File: config.mk
export PLATFORM = sky130hd
export DESIGN_NAME = trackpad_report_inertia_core
export DESIGN_NICKNAME = d
export VERILOG_FILES = /design/src/design/tpi_pkg.sv /design/src/design/tpi_cfg_regs.sv /design/src/design/tpi_engine.sv /design/src/design/tpi_out_buf.sv /design/src/design/trackpad_report_inertia_core.sv
export SDC_FILE = /design/constraint.sdc
export NUM_CORES = 2
export LEC_CHECK = 0
export ABC_CLOCK_PERIOD_IN_PS = 19500
export BUFFER_PORTS_ARGS = -buffer_cell sky130_fd_sc_hd__buf_2
export CAP_MARGIN = 10
export CORE_ASPECT_RATIO = 1.5
export CORE_MARGIN = 2
export CORE_UTILIZATION = 40
export DETAILED_ROUTE_END_ITERATION = 10
export PLACE_DENSITY = 0.52
export SKIP_CTS_REPAIR_TIMING = 1
export SLEW_MARGIN = 5
export SYNTH_ARGS = -nofsm -noshare
export SYNTH_HDL_FRONTEND = slang
export SYNTH_SLANG_ARGS = --single-unit
File: constraint.sdc
create_clock -name aclk -period 19.5 [get_ports aclk]
set_input_delay 3.9 -clock aclk [delete_from_list [all_inputs] [get_ports aclk]]
set_output_delay 3.9 -clock aclk [all_outputs]
set_load 0.01 [all_outputs]
File: src/design/tpi_pkg.sv
// Shared types, constants and arithmetic helpers for the trackpad report and glide engine.
package tpi_pkg;

    // Widths of the datapath.
    localparam int DELTA_W    = 16;
    localparam int AMT_W      = 16;
    localparam int VEL_W      = 26;
    localparam int FRAC_W     = 8;
    localparam int STEP_W     = 19;
    localparam int SCROLL_W   = DELTA_W + 1;
    localparam int WHEEL_DIV  = 32;
    localparam int ACC_W      = $clog2(WHEEL_DIV) + 1;
    localparam int FRICTION_W = 8;
    localparam int MIN_SPD_W  = 6;
    localparam int CFG_IDX_W  = 3;
    localparam int CFG_DATA_W = 8;

    localparam logic signed [STEP_W:0] WHEEL_DIV_S = (STEP_W + 1)'(WHEEL_DIV);

    localparam logic [FRICTION_W-1:0] FRICTION_RESET  = 8'd242;
    localparam logic [MIN_SPD_W-1:0]  MIN_SPEED_RESET = 6'd2;

    // Configuration register indexes.
    localparam logic [CFG_IDX_W-1:0] CFG_GLIDE_ENABLE   = 3'd0;
    localparam logic [CFG_IDX_W-1:0] CFG_CURSOR_ALLOWED = 3'd1;
    localparam logic [CFG_IDX_W-1:0] CFG_SCROLL_ALLOWED = 3'd2;
    localparam logic [CFG_IDX_W-1:0] CFG_FRICTION       = 3'd3;
    localparam logic [CFG_IDX_W-1:0] CFG_MIN_SPEED      = 3'd4;
    localparam logic [CFG_IDX_W-1:0] CFG_NATURAL_X      = 3'd5;
    localparam logic [CFG_IDX_W-1:0] CFG_NATURAL_Y      = 3'd6;

    typedef enum logic [2:0] {
        EV_CURSOR_X    = 3'd0,
        EV_CURSOR_Y    = 3'd1,
        EV_HWHEEL      = 3'd2,
        EV_WHEEL       = 3'd3,
        EV_TAP_PRESS   = 3'd4,
        EV_HOLD_PRESS  = 3'd5,
        EV_HOLD_RELEAS = 3'd6,
        EV_RESET_ACK   = 3'd7
    } event_code_t;

    typedef enum logic [1:0] {
        GLIDE_NONE   = 2'd0,
        GLIDE_CURSOR = 2'd1,
        GLIDE_SCROLL = 2'd2
    } glide_kind_t;

    typedef struct packed {
        logic                  glide_enable;
        logic                  glide_cursor_allowed;
        logic                  glide_scroll_allowed;
        logic [FRICTION_W-1:0] friction_retained;
        logic [MIN_SPD_W-1:0]  min_glide_speed;
        logic                  natural_x;
        logic                  natural_y;
    } cfg_t;

    typedef struct packed {
        logic                      kind;
        logic                      reset_seen;
        logic                      tap_one;
        logic                      tap_two;
        logic                      hold_flag;
        logic                      scroll_flag;
        logic                      moved_flag;
        logic [7:0]                finger_count;
        logic signed [DELTA_W-1:0] delta_x;
        logic signed [DELTA_W-1:0] delta_y;
    } item_t;

    typedef struct packed {
        event_code_t             code;
        logic signed [AMT_W-1:0] amount;
    } event_t;

    typedef struct packed {
        logic [1:0] count;
        event_t     first;
        event_t     second;
    } ev_pair_t;

    typedef struct packed {
        logic                    fire;
        logic signed [AMT_W-1:0] steps;
        logic signed [ACC_W-1:0] rem;
    } wheel_t;

    // Clamp a wide signed value into the 16-bit amount range.
    function automatic logic signed [AMT_W-1:0] sat16(input logic signed [STEP_W:0] v);
        logic signed [STEP_W:0] hi;
        logic signed [STEP_W:0] lo;
        hi = (STEP_W + 1)'(32767);
        lo = -(STEP_W + 1)'(32768);
        if (v > hi) begin
            return 16'sh7FFF;
        end else if (v < lo) begin
            return 16'sh8000;
        end
        return v[AMT_W-1:0];
    endfunction

    // Add a delta to a wheel remainder and split off whole steps, truncating toward zero.
    function automatic wheel_t wheel_step(input logic signed [ACC_W-1:0] acc,
                                          input logic signed [STEP_W-1:0] delta);
        logic signed [STEP_W:0] sum;
        logic signed [STEP_W:0] quo;
        logic signed [STEP_W:0] rem;
        wheel_t r;
        sum    = (STEP_W + 1)'(acc) + (STEP_W + 1)'(delta);
        quo    = sum / WHEEL_DIV_S;
        rem    = sum % WHEEL_DIV_S;
        r.fire  = (quo != '0);
        r.steps = sat16(quo);
        r.rem   = rem[ACC_W-1:0];
        return r;
    endfunction

    // Three-quarter exponential average in Q8: floor((3v + s * 256) / 4).
    function automatic logic signed [VEL_W-1:0] vel_ema(input logic signed [VEL_W-1:0] v,
                                                       input logic signed [SCROLL_W-1:0] s);
        logic signed [VEL_W+1:0] v28;
        logic signed [VEL_W+1:0] s28;
        logic signed [VEL_W+1:0] t;
        v28 = (VEL_W + 2)'(v);
        s28 = (VEL_W + 2)'(s);
        t   = v28 + (v28 <<< 1) + (s28 <<< 8);
        return $signed(t[VEL_W+1:2]);
    endfunction

endpackage

File: src/design/tpi_cfg_regs.sv
// Configuration register file of the trackpad glide engine.
module tpi_cfg_regs
    import tpi_pkg::*;
(
    input  logic                  aclk,
    input  logic                  aresetn,
    input  logic                  cfg_valid,
    output logic                  cfg_ready,
    input  logic [CFG_IDX_W-1:0]  cfg_index,
    input  logic [CFG_DATA_W-1:0] cfg_data,
    output cfg_t                  cfg
);

    cfg_t cfg_reg;
    cfg_t cfg_next;

    assign cfg_ready = 1'b1;
    assign cfg       = cfg_reg;

    always_comb begin
        cfg_next = cfg_reg;
        if (cfg_valid) begin
            unique case (cfg_index)
                CFG_GLIDE_ENABLE:   cfg_next.glide_enable         = cfg_data[0];
                CFG_CURSOR_ALLOWED: cfg_next.glide_cursor_allowed = cfg_data[0];
                CFG_SCROLL_ALLOWED: cfg_next.glide_scroll_allowed = cfg_data[0];
                CFG_FRICTION:       cfg_next.friction_retained    = cfg_data[FRICTION_W-1:0];
                CFG_MIN_SPEED:      cfg_next.min_glide_speed      = cfg_data[MIN_SPD_W-1:0];
                CFG_NATURAL_X:      cfg_next.natural_x            = cfg_data[0];
                CFG_NATURAL_Y:      cfg_next.natural_y            = cfg_data[0];
                default:            cfg_next                      = cfg_reg;
            endcase
        end
    end

    always_ff @(posedge aclk) begin
        if (!aresetn) begin
            cfg_reg <= '{glide_enable: 1'b0, glide_cursor_allowed: 1'b0,
                         glide_scroll_allowed: 1'b0, friction_retained: FRICTION_RESET,
                         min_glide_speed: MIN_SPEED_RESET, natural_x: 1'b0,
                         natural_y: 1'b0};
        end else begin
            cfg_reg <= cfg_next;
        end
    end

endmodule

File: src/design/tpi_engine.sv
// Glide and gesture state with the single-pass datapath that turns one item into events.
module tpi_engine
    import tpi_pkg::*;
(
    input  logic     aclk,
    input  logic     aresetn,
    input  logic     step_en,
    input  item_t    item,
    input  cfg_t     cfg,
    output ev_pair_t events
);

    logic signed [VEL_W-1:0] vel_x_reg, vel_x_next;
    logic signed [VEL_W-1:0] vel_y_reg, vel_y_next;
    logic [FRAC_W-1:0]       frac_x_reg, frac_x_next;
    logic [FRAC_W-1:0]       frac_y_reg, frac_y_next;
    logic signed [ACC_W-1:0] acc_x_reg, acc_x_next;
    logic signed [ACC_W-1:0] acc_y_reg, acc_y_next;
    glide_kind_t             kind_reg, kind_next;
    logic                    armed_reg, armed_next;
    logic                    touch_reg, touch_next;
    logic                    hold_reg, hold_next;

    // Glide replay: fraction plus velocity, whole counts from bit 8 upward.
    logic signed [VEL_W:0]     fsum_x, fsum_y;
    logic signed [STEP_W-1:0]  sx, sy;
    logic signed [VEL_W+8:0]   dprod_x, dprod_y;
    logic signed [VEL_W-1:0]   dvel_x, dvel_y;
    logic                      slow;
    logic signed [VEL_W:0]     minq;
    logic                      fast;
    logic                      glide_ok;
    logic                      touching;
    logic signed [SCROLL_W-1:0] s_x, s_y;
    wheel_t                    wtx, wty;

    assign fsum_x  = $signed({{(VEL_W + 1 - FRAC_W){1'b0}}, frac_x_reg}) + (VEL_W + 1)'(vel_x_reg);
    assign fsum_y  = $signed({{(VEL_W + 1 - FRAC_W){1'b0}}, frac_y_reg}) + (VEL_W + 1)'(vel_y_reg);
    assign sx      = fsum_x[VEL_W:FRAC_W];
    assign sy      = fsum_y[VEL_W:FRAC_W];

    assign dprod_x = (VEL_W + 9)'(vel_x_reg) *
                     (VEL_W + 9)'($signed({1'b0, cfg.friction_retained}));
    assign dprod_y = (VEL_W + 9)'(vel_y_reg) *
                     (VEL_W + 9)'($signed({1'b0, cfg.friction_retained}));
    assign dvel_x  = dprod_x[VEL_W+7:8];
    assign dvel_y  = dprod_y[VEL_W+7:8];
    assign slow    = (dvel_x > -26'sd256) && (dvel_x < 26'sd256) &&
                     (dvel_y > -26'sd256) && (dvel_y < 26'sd256);

    assign minq = $signed({{(VEL_W + 1 - MIN_SPD_W - 8){1'b0}}, cfg.min_glide_speed, 8'b0});
    assign fast = ((VEL_W + 1)'(vel_x_reg) >= minq) || ((VEL_W + 1)'(vel_x_reg) <= -minq) ||
                  ((VEL_W + 1)'(vel_y_reg) >= minq) || ((VEL_W + 1)'(vel_y_reg) <= -minq);
    assign glide_ok = cfg.glide_enable &&
                      ((kind_reg == GLIDE_CURSOR && cfg.glide_cursor_allowed) ||
                       (kind_reg == GLIDE_SCROLL && cfg.glide_scroll_allowed));

    assign touching = (item.finger_count != 8'd0);
    assign s_x      = cfg.natural_x ? SCROLL_W'(item.delta_x) : -SCROLL_W'(item.delta_x);
    assign s_y      = cfg.natural_y ? -SCROLL_W'(item.delta_y) : SCROLL_W'(item.delta_y);

    assign wtx = wheel_step(acc_x_reg, sx);
    assign wty = wheel_step(acc_y_reg, sy);

    always_comb begin
        wheel_t wr;
        vel_x_next  = vel_x_reg;
        vel_y_next  = vel_y_reg;
        frac_x_next = frac_x_reg;
        frac_y_next = frac_y_reg;
        acc_x_next  = acc_x_reg;
        acc_y_next  = acc_y_reg;
        kind_next   = kind_reg;
        armed_next  = armed_reg;
        touch_next  = touch_reg;
        hold_next   = hold_reg;
        events      = '0;
        wr          = '0;

        if (item.kind) begin
            if (armed_reg) begin
                if (kind_reg != GLIDE_CURSOR && kind_reg != GLIDE_SCROLL) begin
                    armed_next = 1'b0;
                end else begin
                    frac_x_next = fsum_x[FRAC_W-1:0];
                    frac_y_next = fsum_y[FRAC_W-1:0];
                    if (kind_reg == GLIDE_CURSOR) begin
                        if (sx != '0 || sy != '0) begin
                            events.count  = 2'd2;
                            events.first  = '{code: EV_CURSOR_X, amount: sat16((STEP_W + 1)'(sx))};
                            events.second = '{code: EV_CURSOR_Y, amount: sat16((STEP_W + 1)'(sy))};
                        end
                    end else begin
                        // A remainder is always below one step, so adding zero never fires.
                        acc_x_next = wtx.rem;
                        acc_y_next = wty.rem;
                        if (wtx.fire) begin
                            events.count = 2'd1;
                            events.first = '{code: EV_HWHEEL, amount: wtx.steps};
                        end
                        if (wty.fire) begin
                            if (wtx.fire) begin
                                events.count  = 2'd2;
                                events.second = '{code: EV_WHEEL, amount: wty.steps};
                            end else begin
                                events.count = 2'd1;
                                events.first = '{code: EV_WHEEL, amount: wty.steps};
                            end
                        end
                    end
                    vel_x_next = dvel_x;
                    vel_y_next = dvel_y;
                    if (slow) begin
                        kind_next   = GLIDE_NONE;
                        vel_x_next  = '0;
                        vel_y_next  = '0;
                        frac_x_next = '0;
                        frac_y_next = '0;
                        armed_next  = 1'b0;
                    end
                end
            end
        end else if (item.reset_seen) begin
            events.count = 2'd1;
            events.first = '{code: EV_RESET_ACK, amount: '0};
        end else begin
            if (!item.scroll_flag) begin
                acc_x_next = '0;
                acc_y_next = '0;
            end
            if (touching && !touch_reg) begin
                armed_next  = 1'b0;
                kind_next   = GLIDE_NONE;
                vel_x_next  = '0;
                vel_y_next  = '0;
                frac_x_next = '0;
                frac_y_next = '0;
                acc_x_next  = '0;
                acc_y_next  = '0;
            end else if (!touching && touch_reg) begin
                if (glide_ok && fast) begin
                    frac_x_next = '0;
                    frac_y_next = '0;
                    armed_next  = 1'b1;
                end else begin
                    kind_next  = GLIDE_NONE;
                    vel_x_next = '0;
                    vel_y_next = '0;
                end
            end
            touch_next = touching;

            priority if (item.hold_flag && !hold_reg) begin
                events.count = 2'd1;
                events.first = '{code: EV_HOLD_PRESS, amount: '0};
                hold_next    = 1'b1;
                kind_next    = GLIDE_NONE;
                vel_x_next   = '0;
                vel_y_next   = '0;
            end else if (!item.hold_flag && hold_reg) begin
                events.count = 2'd1;
                events.first = '{code: EV_HOLD_RELEAS, amount: '0};
                hold_next    = 1'b0;
                kind_next    = GLIDE_NONE;
                vel_x_next   = '0;
                vel_y_next   = '0;
            end else if (item.tap_one) begin
                events.count = 2'd1;
                events.first = '{code: EV_TAP_PRESS, amount: 16'sd0};
            end else if (item.tap_two) begin
                events.count = 2'd1;
                events.first = '{code: EV_TAP_PRESS, amount: 16'sd1};
            end else if (item.scroll_flag) begin
                // Only the horizontal axis counts when it moved at all.
                if (item.delta_x != '0) begin
                    wr         = wheel_step(acc_x_next, STEP_W'(s_x));
                    acc_x_next = wr.rem;
                    if (wr.fire) begin
                        events.count = 2'd1;
                        events.first = '{code: EV_HWHEEL, amount: wr.steps};
                    end
                    vel_x_next = vel_ema(vel_x_next, s_x);
                    vel_y_next = vel_ema(vel_y_next, '0);
                    kind_next  = GLIDE_SCROLL;
                end else if (item.delta_y != '0) begin
                    wr         = wheel_step(acc_y_next, STEP_W'(s_y));
                    acc_y_next = wr.rem;
                    if (wr.fire) begin
                        events.count = 2'd1;
                        events.first = '{code: EV_WHEEL, amount: wr.steps};
                    end
                    vel_y_next = vel_ema(vel_y_next, s_y);
                    vel_x_next = vel_ema(vel_x_next, '0);
                    kind_next  = GLIDE_SCROLL;
                end
            end else if (item.moved_flag) begin
                if (item.delta_x != '0 || item.delta_y != '0) begin
                    events.count  = 2'd2;
                    events.first  = '{code: EV_CURSOR_X, amount: item.delta_x};
                    events.second = '{code: EV_CURSOR_Y, amount: item.delta_y};
                end
                vel_x_next = vel_ema(vel_x_next, SCROLL_W'(item.delta_x));
                vel_y_next = vel_ema(vel_y_next, SCROLL_W'(item.delta_y));
                kind_next  = GLIDE_CURSOR;
            end
        end
    end

    always_ff @(posedge aclk) begin
        if (!aresetn) begin
            vel_x_reg  <= '0;
            vel_y_reg  <= '0;
            frac_x_reg <= '0;
            frac_y_reg <= '0;
            acc_x_reg  <= '0;
            acc_y_reg  <= '0;
            kind_reg   <= GLIDE_NONE;
            armed_reg  <= 1'b0;
            touch_reg  <= 1'b0;
            hold_reg   <= 1'b0;
        end else if (step_en) begin
            vel_x_reg  <= vel_x_next;
            vel_y_reg  <= vel_y_next;
            frac_x_reg <= frac_x_next;
            frac_y_reg <= frac_y_next;
            acc_x_reg  <= acc_x_next;
            acc_y_reg  <= acc_y_next;
            kind_reg   <= kind_next;
            armed_reg  <= armed_next;
            touch_reg  <= touch_next;
            hold_reg   <= hold_next;
        end
    end

endmodule

File: src/design/tpi_out_buf.sv
// Two-entry event buffer that hands the events of one item out one word at a time.
module tpi_out_buf
    import tpi_pkg::*;
(
    input  logic             aclk,
    input  logic             aresetn,
    input  logic             load,
    input  ev_pair_t         events,
    output logic             load_ok,
    output logic             m_tvalid,
    input  logic             m_tready,
    output logic [AMT_W-1:0] m_tdata,
    output logic [2:0]       m_tuser,
    output logic             m_tlast
);

    logic [1:0] count_reg, count_next;
    event_t     head_reg, head_next;
    event_t     tail_reg, tail_next;
    logic       take;

    assign m_tvalid = (count_reg != 2'd0);
    assign take     = m_tvalid && m_tready;
    // A new item may land when the buffer is empty or its final word leaves now.
    assign load_ok  = (count_reg == 2'd0) || (count_reg == 2'd1 && m_tready);
    assign m_tdata  = head_reg.amount;
    assign m_tuser  = head_reg.code;
    assign m_tlast  = (count_reg == 2'd1);

    always_comb begin
        count_next = count_reg;
        head_next  = head_reg;
        tail_next  = tail_reg;
        if (load) begin
            count_next = events.count;
            head_next  = events.first;
            tail_next  = events.second;
        end else if (take) begin
            count_next = count_reg - 2'd1;
            head_next  = tail_reg;
        end
    end

    always_ff @(posedge aclk) begin
        if (!aresetn) begin
            count_reg <= 2'd0;
        end else begin
            count_reg <= count_next;
        end
    end

    always_ff @(posedge aclk) begin
        head_reg <= head_next;
        tail_reg <= tail_next;
    end

    a_load_when_free: assert property (@(posedge aclk) disable iff (!aresetn)
        load |-> load_ok)
        else $error("event buffer loaded while words were still pending");

    a_pair_not_last: assert property (@(posedge aclk) disable iff (!aresetn)
        (load && events.count == 2'd2) |=> (m_tvalid && !m_tlast))
        else $error("first word of a pair flagged as last");

    a_shift_second: assert property (@(posedge aclk) disable iff (!aresetn)
        (take && count_reg == 2'd2 && !load) |=>
            (count_reg == 2'd1 && m_tuser == $past(tail_reg.code)))
        else $error("second word of a pair not moved to the head");

    a_count_range: assert property (@(posedge aclk) disable iff (!aresetn)
        count_reg != 2'd3)
        else $error("event buffer count out of range");

endmodule

File: src/design/trackpad_report_inertia_core.sv
// Top level of the trackpad report and glide engine.
//
//  Channel   Ports              Word contents
//  input     s_tvalid/s_tready  one trackpad report or glide tick
//  output    m_tvalid/m_tready  one cursor, wheel, button or acknowledge event
//  config    cfg_valid/ready    register index and value
//
//  An item waits in the input register and is processed in a single pass
//  into the event buffer, so the block takes an item every cycle while the buffer can load.
//  Each item gives zero, one or two events; the output sends one event per cycle while
//  m_tready is high, so after an item with two events the next one waits in the input register.
//  A stall on the output backs up into s_tready once the buffer and input register are full.
//  Reset is synchronous, active low, and returns glide state, config and valid flags to defaults.
module trackpad_report_inertia_core
    import tpi_pkg::*;
(
    input  logic                  aclk,
    input  logic                  aresetn,
    input  logic                  s_tvalid,
    output logic                  s_tready,
    // reset_seen, tap_one, tap_two, hold_flag, scroll_flag, moved_flag,
    // finger_count[13:6], delta_x[29:14], delta_y[45:30], zero pad [47:46]
    input  logic [47:0]           s_tdata,
    // kind
    input  logic                  s_tuser,
    output logic                  m_tvalid,
    input  logic                  m_tready,
    // amount
    output logic [AMT_W-1:0]      m_tdata,
    // event code
    output logic [2:0]            m_tuser,
    output logic                  m_tlast,
    input  logic                  cfg_valid,
    output logic                  cfg_ready,
    input  logic [CFG_IDX_W-1:0]  cfg_index,
    input  logic [CFG_DATA_W-1:0] cfg_data
);

    item_t    item_reg, item_next;
    logic     item_valid_reg, item_valid_next;
    logic     load_ok;
    logic     advance;
    logic     s_take;
    cfg_t     cfg;
    ev_pair_t events;

    assign advance  = item_valid_reg && load_ok;
    assign s_tready = !item_valid_reg || advance;
    assign s_take   = s_tvalid && s_tready;

    always_comb begin
        item_next.kind         = s_tuser;
        item_next.reset_seen   = s_tdata[0];
        item_next.tap_one      = s_tdata[1];
        item_next.tap_two      = s_tdata[2];
        item_next.hold_flag    = s_tdata[3];
        item_next.scroll_flag  = s_tdata[4];
        item_next.moved_flag   = s_tdata[5];
        item_next.finger_count = s_tdata[13:6];
        item_next.delta_x      = $signed(s_tdata[29:14]);
        item_next.delta_y      = $signed(s_tdata[45:30]);

        item_valid_next = item_valid_reg;
        if (s_take) begin
            item_valid_next = 1'b1;
        end else if (advance) begin
            item_valid_next = 1'b0;
        end
    end

    always_ff @(posedge aclk) begin
        if (!aresetn) begin
            item_valid_reg <= 1'b0;
        end else begin
            item_valid_reg <= item_valid_next;
        end
    end

    always_ff @(posedge aclk) begin
        if (s_take) begin
            item_reg <= item_next;
        end
    end

    tpi_cfg_regs u_cfg (
        .aclk      (aclk),
        .aresetn   (aresetn),
        .cfg_valid (cfg_valid),
        .cfg_ready (cfg_ready),
        .cfg_index (cfg_index),
        .cfg_data  (cfg_data),
        .cfg       (cfg)
    );

    tpi_engine u_engine (
        .aclk    (aclk),
        .aresetn (aresetn),
        .step_en (advance),
        .item    (item_reg),
        .cfg     (cfg),
        .events  (events)
    );

    tpi_out_buf u_out (
        .aclk     (aclk),
        .aresetn  (aresetn),
        .load     (advance),
        .events   (events),
        .load_ok  (load_ok),
        .m_tvalid (m_tvalid),
        .m_tready (m_tready),
        .m_tdata  (m_tdata),
        .m_tuser  (m_tuser),
        .m_tlast  (m_tlast)
    );

endmodule

# == After elaboration in Yosys (flattened, before gate mapping) ==
# Index checks and enable logic that the tools add are counted.
# op_classes
n_addsub,20
magnitude_cmp,20
eq_ne,16
n_bitwise,6
mux,198
reduce_logical,64
multipliers,2
# op_table
op,count
$mux 26,36
$mux 40,8
$mux 16,18
$mux 6,31
$mux 19,9
$mux 21,8
$mux 8,12
$add 20x1->20,4
$gt 20x16->1 const B,4
$lt 20x16->1 const B,4
$reduce_bool 20->1,4
$mul 26x9->34,2
$mux 20,3
$add 26x27->28,2
$add 28x24->28,2
$add 28x25->28,2
$add 9x26->27,2
$le 26x27->1,2
$ge 26x15->1,2
$gt 26x9->1 const B,2
$lt 26x10->1 const B,2
$mux 1,51
$add 6x19->20,2
$gt 19x16->1 const B,2
other kinds (33),112
# word_totals
out_inout_bits,23
reg_bits,192
in_bits,65
word_cells,359

# == Longest topological paths before layout ==
# depth
word_depth,33
depth_mapped,40
depth_no_buf,39

# == Modules after synthesis ==
# A second synthesis with hierarchy kept.
# hier_totals
cells_unflattened,5111
area_unflattened_um2,40296.1
# by_module_without_submodules
module,cells_per_inst,instances,seq_area_each_um2,area_each_um2
tpi_engine,4898,1,1701.6,36387.4
tpi_out_buf,78,1,1181.1,1597.8
trackpad_report_inertia_core,53,1,1431.4,1476.4
tpi_cfg_regs,82,1,380.4,834.6

# == Worst setup path after synthesis ==
# Ideal clock, no wire load.
# synth_timing
kind,reg2reg
start,register u_cfg.cfg_reg (netlist bit u_cfg.cfg[4])
end,register u_engine.vel_y_reg[24]
slack_ns,10.985
arrival_time_ns,8.399
path_stages_with_launch,39
period_less_slack_ns,8.515
t_required_ns,19.384
setup_ns,0.116
path_buffers,2
cell_sequence,dfxtp_1 or4_4 or2_1 buf_2 inv_1 ha_1 and4_1 nand4_1 a211o_1 a2111o_1 o221ai_2 xor2_1 o311a_4 clkbuf_1 and2_1 ha_1 and4_1 a221o_4 [... 3 more ...] a21oi_1 xnor2_1 ha_1 fa_1 a21o_1 a21oi_1 o21bai_1 a21oi_1 o21ai_0 a211oi_1 o21ai_0 a31oi_1 o21bai_1 a2111oi_0 or3_1 xor2_1 o21ai_0 a31o_1
# synth_between
elab_chain_len,22
word_cells_on_any_way,27
classes_between,add/sub (4); order compare (4); mux (15); reduce/logical (4)
# synth_lines
item,line_no,source
from (decl),tpi_cfg_regs.sv:14,cfg_t cfg_reg;
from (signal assigned),tpi_cfg_regs.sv:38,"cfg_reg <= '{glide_enable: 1'b0, glide_cursor_allowed: 1'b0,"
from (signal assigned),tpi_cfg_regs.sv:43,cfg_reg <= cfg_next;
$neg 14->27,"tpi_engine.sv:52, tpi_engine.sv:53",
$le 26x27->1,tpi_engine.sv:52,assign fast = ((VEL_W + 1)'(vel_x_reg) >= minq) || ((VEL_W + 1)'(vel_x_reg) <= -minq) ||
$logic_or 1x1->1 (2 in series),tpi_engine.sv:52,
$logic_or 1x1->1 *,tpi_engine.sv:53,((VEL_W + 1)'(vel_y_reg) >= minq) || ((VEL_W + 1)'(vel_y_reg) <= -minq);
$logic_and 1x1->1 *,tpi_engine.sv:141,if (glide_ok && fast) begin
$mux 26 *,tpi_engine.sv:141,
$mux 26 *,tpi_engine.sv:140,end else if (!touching && touch_reg) begin
$mux 26 *,tpi_engine.sv:131,if (touching && !touch_reg) begin
[... 5 more ...],n/a,
$mux 26,tpi_engine.sv:175,if (item.delta_x != '0) begin
$mux 26,tpi_engine.sv:173,end else if (item.scroll_flag) begin
$mux 26,tpi_engine.sv:170,end else if (item.tap_two) begin
$mux 26 *,tpi_engine.sv:167,end else if (item.tap_one) begin
$mux 26 *,tpi_engine.sv:160,end else if (!item.hold_flag && hold_reg) begin
$mux 26 *,tpi_engine.sv:153,priority if (item.hold_flag && !hold_reg) begin
$mux 26 *,tpi_engine.sv:123,end else if (item.reset_seen) begin
$mux 26 *,tpi_engine.sv:80,if (item.kind) begin
to (signal assigned),tpi_engine.sv:223,vel_y_reg <= vel_y_next;
to (decl),tpi_engine.sv:14,"logic signed [VEL_W-1:0] vel_y_reg, vel_y_next;"
# Every way passes the cells marked *; elsewhere a longest branch is shown, timed or not. The select of a mux whose other input is x is not followed.
# A chain may end at the register's enable or synchronous reset.

# == Worst setup path after layout ==
# layout_timing
start,register u_cfg.cfg_reg (netlist bit u_cfg.cfg[6])
end,register u_engine.vel_x_reg[24]
# layout_between
elab_chain_len,21
word_cells_on_any_way,27
classes_between,add/sub (4); order compare (4); mux (15); reduce/logical (4)
# layout_lines
item,line_no,source
$neg 14->27,"tpi_engine.sv:52, tpi_engine.sv:53",
$le 26x27->1,tpi_engine.sv:52,
$logic_or 1x1->1 (2 in series),tpi_engine.sv:52,
$logic_or 1x1->1 *,tpi_engine.sv:53,
$logic_and 1x1->1 *,tpi_engine.sv:141,
$mux 26 *,tpi_engine.sv:141,
$mux 26 *,tpi_engine.sv:140,
$mux 26 *,tpi_engine.sv:131,
[... 4 more ...],n/a,
$mux 26 (on tied branches),"tpi_engine.sv:196, tpi_engine.sv:175",
$mux 26,tpi_engine.sv:173,
$mux 26,tpi_engine.sv:170,
$mux 26 *,tpi_engine.sv:167,
$mux 26 *,tpi_engine.sv:160,
$mux 26 *,tpi_engine.sv:153,
$mux 26 *,tpi_engine.sv:123,
$mux 26 *,tpi_engine.sv:80,
to (signal assigned),tpi_engine.sv:222,vel_x_reg <= vel_x_next;
to (decl),tpi_engine.sv:13,"logic signed [VEL_W-1:0] vel_x_reg, vel_x_next;"
# Marks and branches as above.

==> metrics.log <==
[metrics] headroom to the max-slew limit: 0.218
[metrics] kind of path behind the tightest hold check: register to register
[metrics] ANT nets after route: 0
[metrics] Die X: 265 um
[metrics] Die Footprint: 0.105 mm2
[metrics] cell area after synthesis: 0.0409 mm2
[metrics] Area Overhead vs Synth: 5.81%
[metrics] Post-DP HPWL: 125000 um
[metrics] number of global-route vias before repair: 38600
[metrics] RSZ-0062 raised after global routing: no
[metrics] CTS Root Buffer Type: clkbuf_16
[metrics] number of vias after detailed routing: 39000
[metrics] TritonCTS clock tree: built
[metrics] CTS HTree Levels: 4
[metrics] worst hold path cell count: 2
[metrics] Filler Cell Count: 10500
[metrics] Critical Path Stages: 32
[metrics] R2R Path Start: u_cfg.cfg[6]
[metrics] sort of element at the start of the critical path: register
[metrics] CP max stage cell: o311a_4
[metrics] final weighted congestion in routability-driven placement: 0.977
[metrics] synthesized netlist cell count: 5290
[metrics] total wirelength of the detailed-routed design: 158000 um
[metrics] Final TNS setup: 0 ns
[metrics] Largest register FFs: 47
[metrics] Final Instance Count excl. Fillers: 6547
[metrics] global-route usage over all layers: 0.299
[metrics] max capacitance violation total: 0
[metrics] via-per-instance ratio: 5.96
[metrics] category of the worst setup path capture point: register
[metrics] router iterations before antenna repair: 6
[metrics] height of the die: 396 um
[metrics] Finish-stage setup viols: 0
[metrics] required time reported for the critical path endpoint: 19.89 ns
[metrics] Worst Hold Margin: 0.473 ns
[metrics] Reg-to-Reg End: u_engine.vel_x_reg[24]
[metrics] warning count from the yosys run: 0
[metrics] number of flops mapped to enable cells by yosys: 84
[metrics] Seq/Total Area, Yosys: 0.114
[metrics] clock slew at reported path FFs: 0.09 ns
[metrics] max incr delay on CP: 0.65 ns
[metrics] Netlist cell types: 109
[metrics] end point of the most critical hold path: u_engine.frac_y_reg[0]
[metrics] number of sinks driven by the clock tree: 191
[metrics] post-synthesis sequential element count: 191
[metrics] DR iter-0 viols: 2603
[metrics] total core area: 0.101 mm2
[metrics] worst reg2reg path depth: 32
[metrics] antenna violations before repair: 6
[metrics] total count of hold-check failures in the final report: 0
[metrics] areal power density over the cells: 35.9 mW/mm2
[metrics] flop-to-flop setup slack: 9.35 ns
[metrics] crit path kind: register to register
[metrics] most prevalent standard cell on the critical path: a21oi_1
[metrics] boundary pin count: 88
[metrics] placed insts: 6515
[metrics] Routed wire per std cell: 24.1 um
[metrics] origin of the worst min-delay path: u_engine.frac_y_reg[0]
[metrics] share of final-layout standard cells stronger than drive strength 1: 0.0578
[metrics] cell row count: 143
[metrics] post-synthesis async set-or-reset flop share: 0
[metrics] Bufs and invs on worst path: 1
[metrics] final-stage net count: 6024
[metrics] final design utilization: 0.427
[metrics] static leakage: 0.0204 uW
[metrics] maximum count of clock buffers along a single path: 2
[metrics] Final Power: 1560 uW
[metrics] Initial Utilization: 0.403
[metrics] global-route wire length before repair: 237000 um
[metrics] critical path peak fanout: 53
[metrics] largest net degree at the start of global routing: 81
[metrics] arrival time of data at the critical path endpoint: 10.54 ns
[metrics] run status: complete, no violations
[metrics] Worst VDD drop: 60.3 uV
[metrics] drt drc: 0
[metrics] synthesized net count: 6085
[metrics] skew final: 0.0223 ns
[metrics] average cell area after synthesis: 7.74 um2
[metrics] top flip-flop cell by instance count after synthesis: dfxtp_1
[metrics] Tightest Pin Transition: 1.17 ns
[metrics] number of buffers added on ports: 84
[metrics] TritonCTS buffer count: 17
[metrics] family of cells with the greatest summed delay on the critical path: compound AO/OA/AOI/OAI gates
[metrics] gr ovfl total: 0
[metrics] clock latency at the later pin of the worst-skew pair: 0.56 ns
[metrics] part of the cycle the worst path needs: 0.520
[metrics] number of diodes added for antenna fixing: 0
[metrics] max-slew violation total from the final report: 0
[metrics] Highest Clock Rate: 98.5 MHz
[metrics] final critical path time including I/O delays and setup: 10.15 ns
per-stage QoR:
stage	worst slack (ns)	cell area, um2
finish	9.35	43300
global route	8.62	43300
CTS	9.38	43300
detailed placement	9.47	42700
global placement	9.45	42700
floorplan	10.99	40900
layout by cell type, fill, tap and decap left out, drive strengths merged, types with 19 or more instances in the layout:
master and n:
dfxtp 107, nand2 523, nand3 144, a21oi 318
nand4 43, xnor2 215, edfxtp 84, a2111oi 21
o211ai 51, nor4 36, or2 26, fa 330
o31ai 27, a21boi 36, nand2b 59, a211o 24
a22oi 23, mux2i 28, or3 41, inv 542
buf 178, nor2b 56, o21bai 30, or4 19
nor2 356, a31oi 55, ha 400, a21o 112
nor3 117, xor2 109, o21a 38, and2 337
a221oi 19, a211oi 61, o22ai 23, and3 56
o21ai 285
how the worst max path moves through the flow:
stage	from	end	slack (ns)
detailed placement	u_cfg.cfg[6]	u_engine.vel_x_reg[24]	9.47
global placement	u_cfg.cfg[4]	u_engine.vel_x_reg[24]	9.45
finish	u_cfg.cfg[6]	u_engine.vel_x_reg[24]	9.35
CTS	u_cfg.cfg[6]	u_engine.vel_x_reg[24]	9.38
floorplan	u_cfg.cfg[4]	u_engine.vel_y_reg[24]	10.99
global route	u_cfg.cfg[6]	u_engine.vel_x_reg[24]	8.62
worst reg2reg max path, delay by kind of cell, from the launching register on:
| kind | cells | cell delay, ns |
|---|---|---|
| adders and majority gates | 3 | 1.13 |
| buffers and inverters | 1 | 0.20 |
| AOI/OAI and AO/OA | 21 | 5.79 |
| xor gates and xnor gates | 1 | 0.50 |
| DFF | 1 | 0.42 |
| muxes | 1 | 0.11 |
| and+or+nand+nor | 5 | 1.84 |
power by group:
group / total [uW] / internal [uW] / switching, uW
registers: 482 / 448 / 34.0
logic: 691 / 241 / 450
clock network: 383 / 180 / 203
total: 1560 / 869 / 687
cell families (layout without fill, tap and decap cells):
family                   Yosys count  in the layout  share of synthesized area
adder cells (fa/ha/maj)          732            732                      0.284
flip-flops                       191            191                      0.114
buffers and inverters            796            748                     0.0737
multiplexers                      37             37                    0.00932
AND/OR/NAND/NOR                 1889           1889                      0.233
XOR/XNOR                         325            325                     0.0699
other                              1              1                  0.0000916
AO/OA/AOI/OAI                   1319           1319                      0.216
cell usage after synthesis, types with 24 or more instances:
cell	number	area, um2
or2_2	24	150
or3_1	41	257
dfxtp_1	107	2140
nand3_1	143	716
and3_1	55	344
nand4_1	43	269
o21ai_0	267	1340
xor2_1	109	955
a211oi_1	59	443
o21a_1	38	285
nor2_1	356	1340
nor2b_1	56	350
ha_1	400	5000
and2_1	335	2100
nand2_1	523	1960
clkbuf_1	239	897
inv_1	535	2010
a21boi_0	34	255
a21oi_1	316	1580
xnor2_1	215	1880
nor4_1	35	219
a31oi_1	55	344
o211ai_1	51	383
mux2i_1	28	280
edfxtp_1	84	2520
fa_1	330	6610
nor3_1	115	576
nand2b_1	59	369
o31ai_1	26	195
o21bai_1	29	218
a21o_1	112	841
a211o_1	24	210
routing by layer:
| layer | track usage | wire length, um | up-vias |
|---|---|---|---|
| met5 | 0 | 27 | - |
| met4 | 0.201 | 11700 | 4 |
| met3 | 0.0335 | 7360 | 416 |
| met2 | 0.533 | 78700 | 1264 |
| met1 | 0.335 | 60100 | 19000 |
| li1 | - | - | 18300 |
cell type report:
type,count,area [um2],area share
clock buffer,17,425,0.00982
timing repair buffer,178,1130,0.0261
inverter,538,2020,0.0466
multi-input combinational,4303,33300,0.768
sequential,191,4670,0.108
clock inverter,15,151,0.00350
tap,1305,1630,0.0377
Power figures use the tool's default switching activity.
